$ cat src/rtl/gha_pkg.sv
`timescale 1ns / 1ps
// ----------------------------------------------------------------------------
// gha_pkg
// Shared types and constants for the generational handle allocator.
// ----------------------------------------------------------------------------
package gha_pkg;

  localparam int SLOTS     = 256;
  localparam int SLOT_W    = 8;
  localparam int CNT_W     = 9;
  localparam int GEN_W     = 8;
  localparam int ITEM_W    = 32;

  localparam logic [GEN_W-1:0] GEN_MAX = '1;
  localparam logic [CNT_W-1:0] UNMAPPED = CNT_W'(SLOTS);
  localparam logic [CNT_W-1:0] THRESH_RESET = 9'd16;

  localparam logic [1:0] CMD_CREATE = 2'd0;
  localparam logic [1:0] CMD_REMOVE = 2'd1;
  localparam logic [1:0] CMD_READ   = 2'd2;

  localparam logic [1:0] ST_OK    = 2'd0;
  localparam logic [1:0] ST_FULL  = 2'd1;
  localparam logic [1:0] ST_STALE = 2'd2;
  localparam logic [1:0] ST_RANGE = 2'd3;

  typedef struct packed {
    logic [1:0]        cmd;
    logic [SLOT_W-1:0] handle_slot;
    logic [GEN_W-1:0]  handle_gen;
    logic [ITEM_W-1:0] item_word;
    logic [SLOT_W-1:0] dense_pos;
  } req_t;

  typedef struct packed {
    logic [1:0]        status;
    logic [SLOT_W-1:0] out_slot;
    logic [GEN_W-1:0]  out_gen;
    logic [ITEM_W-1:0] out_item;
    logic [CNT_W-1:0]  live_count;
  } rsp_t;

  // controller -> datapath
  typedef struct packed {
    logic load;   // capture request
    logic rd1;    // issue first table reads
    logic rd2;    // issue dependent reads
    logic commit; // perform writes and emit result
  } ctl_t;

endpackage

$ cat src/rtl/gha_ctrl.sv
`timescale 1ns / 1ps
// ----------------------------------------------------------------------------
// gha_ctrl
// Sequencer: idle, two read phases, commit.
// ----------------------------------------------------------------------------
module gha_ctrl (
  input  logic          clk,
  input  logic          rst,
  input  logic          start,
  output logic          busy,
  output gha_pkg::ctl_t ctl
);
  import gha_pkg::*;

  localparam logic [1:0] S_IDLE = 2'd0;
  localparam logic [1:0] S_RD1  = 2'd1;
  localparam logic [1:0] S_RD2  = 2'd2;
  localparam logic [1:0] S_COM  = 2'd3;

  logic [1:0] state;
  logic [1:0] state_next;

  always_comb begin
    state_next = state;
    case (state)
      S_IDLE: if (start) state_next = S_RD1;
      S_RD1:  state_next = S_RD2;
      S_RD2:  state_next = S_COM;
      S_COM:  state_next = S_IDLE;
      default: state_next = S_IDLE;
    endcase
  end

  always_ff @(posedge clk) begin
    if (rst) state <= S_IDLE;
    else state <= state_next;
  end

  assign busy       = (state != S_IDLE);
  assign ctl.load   = (state == S_IDLE) && start;
  assign ctl.rd1    = (state == S_RD1);
  assign ctl.rd2    = (state == S_RD2);
  assign ctl.commit = (state == S_COM);

`ifndef SYNTHESIS
  a_seq: assert property (@(posedge clk) disable iff (rst) ctl.rd1 |=> ctl.rd2)
    else $error("rd2 must follow rd1");
  a_com: assert property (@(posedge clk) disable iff (rst) ctl.rd2 |=> ctl.commit)
    else $error("commit must follow rd2");
  a_idle: assert property (@(posedge clk) disable iff (rst) ctl.commit |=> !busy)
    else $error("idle after commit");
`endif

endmodule

$ cat config.mk
export PLATFORM = sky130hd
export DESIGN_NAME = gha_ctrl
export DESIGN_NICKNAME = d
export VERILOG_FILES = /design/src/rtl/gha_pkg.sv /design/src/rtl/gha_ctrl.sv
export SDC_FILE = /design/constraint.sdc
export NUM_CORES = 1
export LEC_CHECK = 0
export BUFFER_PORTS_ARGS = -buffer_cell sky130_fd_sc_hd__buf_2
export CAP_MARGIN = 20
export CORE_AREA = 4 4 41 43
export CTS_CLUSTER_SIZE = 20
export DETAILED_ROUTE_END_ITERATION = 10
export DIE_AREA = 0 0 45 47
export GPL_ROUTABILITY_DRIVEN = 0
export GPL_TIMING_DRIVEN = 0
export SLEW_MARGIN = 5
export SYNTH_ARGS = -nofsm -noshare
export SYNTH_HDL_FRONTEND = slang
export SYNTH_SLANG_ARGS = --single-unit
export TNS_END_PERCENT = 30
$ cat constraint.sdc
create_clock -name clk -period 1.31 [get_ports clk]
set_input_delay 0.131 -clock clk [delete_from_list [all_inputs] [get_ports clk]]
set_output_delay 0.131 -clock clk [all_outputs]
set_load 0.02 [all_outputs]
# Word-level counts from Yosys, hierarchy flattened
# Index checks and enable logic that the tools add are counted.
dict set report classes {
  eq_ne 4
  mux 2
  n_reduce_logical 3
}
# op count
set op_table {}
lappend op_table {{2-bit one-hot mux with 4 select lines} 1}
lappend op_table {{2-bit == test, second input constant} 2}
lappend op_table {{2-bit by 1-bit == test with 1-bit output, second input constant} 1}
lappend op_table {{2-bit zero test} 1}
lappend op_table {{2-bit two-way mux} 1}
lappend op_table {{2-bit != test, second input constant} 1}
lappend op_table {{2-bit nonzero test} 1}
lappend op_table {{1-bit logical AND} 1}
dict set report totals {
  regBits 2
  in_bits 3
  out_inout_bits 5
  word_cells 10
}

# Longest topological paths before layout
dict set report depth {
  word_depth 2
  depth_mapped 5
}

# Worst setup path after synthesis
# No wires, ideal clock.
dict set report synth_timing {
  path_type {register -> register}
  startpoint {reg state[0]}
  endpoint {reg state[1]}
  setup_ps 114
  arrival_time_ps 975
  required_ps 1196
  setup_slack_ps 221
  stages_incl_launch_ff 6
  period_less_slack_ps 1089
  cell_sequence {dfxtp_1 > inv_1 > ha_1 > nand2b_1 > mux2i_1 > nor2_1}
}
dict set report synth_via {
  elab_chain_len 2
  elab_cells_between_ends 6
  cone_classes {eq/ne: 4; mux: 1; reduce/logical: 1}
}
# item line
set synth_lines {}
lappend synth_lines {{from (decl)} gha_ctrl.sv:20} ;# logic [1:0] state;
lappend synth_lines {{from (signal assigned)} gha_ctrl.sv:36} ;# else state <= state_next;
lappend synth_lines {{2-bit == test, or another cell as far along} gha_ctrl.sv:25} ;# case (state)
lappend synth_lines {{2-bit one-hot mux with 4 select lines or 2-bit != test (tied branches)} --}
# Parallel ways exist; a longest one is shown, timed or not.
# A chain may end at the register's enable or synchronous reset.

==> metrics.md <==
| Metric | Value |
|---|---|
| Die Span X | `45 um` |
| Max frequency | `809 MHz` |
| Vias | `approximately 150` |
| Outcome | `finished, final reports clean` |
| Setup ws final | `roughly 74 ps` |
| Minimum clock period | `1240 ps` |
| Largest net degree at the start of global routing | `5` |
| Layout area overhead | `66.4%` |
| Hold wc startpoint | `rst` |
| Final hold vios | `0` |
| Mux contribution to synthesized area | `0.0640` |
| Slew Limit Fails | `0` |
| CTS Sinks | `2` |
| Final-stage net count | `38` |
| Sequential area share after synthesis | `0.256` |
| Vias in the first global route | `162` |
| Latest clock arrival within the worst-skew pair | `between 200 and 250 ps` |
| DRT iter0 DRCs | `1` |
| Total CTS buffers | `3` |
| H-tree depth | `1` |
| Final setup fails | `0` |
| Syn Area/Cell | `9.20 um2` |
| Core Box Area | `1300 um2` |
| GRT overflow | `0` |
| Residual DRC | `0` |
| WP data arrival | `1110 ps` |
| Regs by FF count | `state x2` |
| IO Pins | `8` |
| Critical-path maximum fanout | `4` |
| RR Startpoint | `state[1]$_SDFFE_PP0P_` |
| Synth area leaders | `ha_1 40%, dfxtp_1 26%, inv_1 7.2%` |
| Post-synthesis simple-gate area fraction | `0.160` |
| Crit. Startpoint | `state[1]$_SDFFE_PP0P_` |
| TritonCTS clock tree | `yes` |
| Period Utilization, post-route | `0.944` |
| Synthesized area | `156 um2` |
| Overall power | `0.000644 W` |
| Worst-path clk slew | `about 30 ps` |
| Final TNS setup | `0 ps` |
| Worst reg-to-reg path cell count | `5` |
| Clk buf depth | `2` |
| Routed wire per std cell | `between 8 and 9 um` |
| Leak pwr | `~0.14 nW` |
| Die area | `2120 um2` |
| Max reg flops | `2` |
| Mapped Nets | `25` |
| CTS hold repair buffers | `0` |
| Commonest non-fill, non-tap cell in the layout | `buf_2` |
| Fin Clk Skew | `between 0.9 and 1 ps` |
| Adder-cell share of the synthesized area | `0.400` |
| Post-route ant nets | `0` |
| Req. time, crit path | `1180 ps` |
| Crit start category | `flop` |
| Initial Utilization | `0.120` |
| Final wirelength | `351 um` |
| Port bufs | `7` |
| Max-slew headroom | `0.866` |
| Peak VDD IR | `roughly 0.35 mV` |
| Layout cells sized above 1 | `0.607` |
| Max-cap viol count | `0` |
| DIE HEIGHT | `47 um` |
| Largest family of logic cells by synthesized area | `adder cells` |
| Mapped Cells | `17` |
| Min-Delay Path Class | `in2reg` |
| Antenna Cells | `0` |
| Crit. End Element | `primary output` |
| Compound-gate portion of the synthesized area | `0.0480` |
| Fin util | `0.200` |
| Post-synth top area share | `0.400` |
| Pwr dens | `2470 nW/um2` |
| First-pass GRT wire length | `593 um` |
| Most frequent cells in the layout | `6 x buf_2, 4 x ha_1, 3 x nor2_1, 3 x clkbuf_4` |
| FP Rows | `13` |
| Worst-Margin Slew | `between 150 and 200 ps` |
| CP Class | `reg2out` |
| Vias per inst | `3.37` |
| RSZ-0062 raised after global routing | `no` |
| XOR/XNOR Fraction of Synth Area | `0` |
| Yosys top cell by area | `ha_1` |
| Clock Tree Root | `clkbuf_4` |
| Drt pass-1 iters | `3` |
| Synth Register Bits | `2` |
| Hold path cells | `2` |
| Final-layout fill cell count | `154` |
| Synth warn | `0` |
| Top reg by flops | `state` |
| Global Route Usage Sum | `0.0473` |
| Post-synth cell types | `8` |
| Pre-CTS WS | `113 ps` |
| Initial antenna violation count | `0` |
## where the power goes
part           leakage [nW]  switching [W]  internal (W)
sequential           0.0175      0.0000253      0.000100
combinational         0.109       0.000223      0.000163
clock                0.0138      0.0000321      0.000101
total                 0.140       0.000280      0.000364
## area by class of cell
| cell class | count | area, um2 | share of cell area |
|---|---|---|---|
| Multi-Input combinational cell | 12 | 118 | 0.452 |
| Sequential cell | 2 | 45.0 | 0.173 |
| Timing Repair Buffer | 8 | 45.0 | 0.173 |
| Clock buffer | 3 | 22.5 | 0.0865 |
| Tap cell | 15 | 18.8 | 0.0721 |
| Inverter | 3 | 11.3 | 0.0433 |
## kinds of logic after synthesis
family | Yosys count
compound gates | 1
fa+ha+maj | 5
buf+inv | 3
flops | 2
mux | 1
simple gates | 5
## synth_stat cells
cell      count
dfxtp_1       2
mux2i_1       1
and2_2        1
inv_1         3
ha_1          5
nor2_1        3
nand2b_1      1
a211oi_1      1
## timing repair
item	in CTS	in global routing
pin swaps	0	1
resized for setup	3	5
endpoints found under the setup margin	1	1
gates cloned	0	0
buffers inserted	1	0
## through the flow
step	hold slack (ps)	area, um2	std cells
finish	77.1	260	43
global route	73.4	260	43
CTS	71.3	245	43
detailed placement	312	210	39
global placement	313	210	39
floorplan	203	156	17
## worst paths after layout
kind,endpoint,slack [ps]
worst max-delay path,ctl[3],70
worst min-delay path,state[1]$_SDFFE_PP0P_,80
worst max register to register,state[1]$_SDFFE_PP0P_,270
worst min register to register,state[1]$_SDFFE_PP0P_,530
## critical path, cell delays in order (launching register included)
cell and delay, ps:
dfxtp_4 350, inv_2 60, ha_4 150, and2_2 180
buf_4 150
## metal layers
layer,share of wire,vias up,GRT usage,routed length [um]
li1,-,77,-,-
met1,0.35,62,0.0317,123
met2,0.50,6,0.0678,177
met3,0.14,0,0.0383,50
met4,0,0,0.0702,0
met5,0,-,0,0
Power figures use the tool's default switching activity.
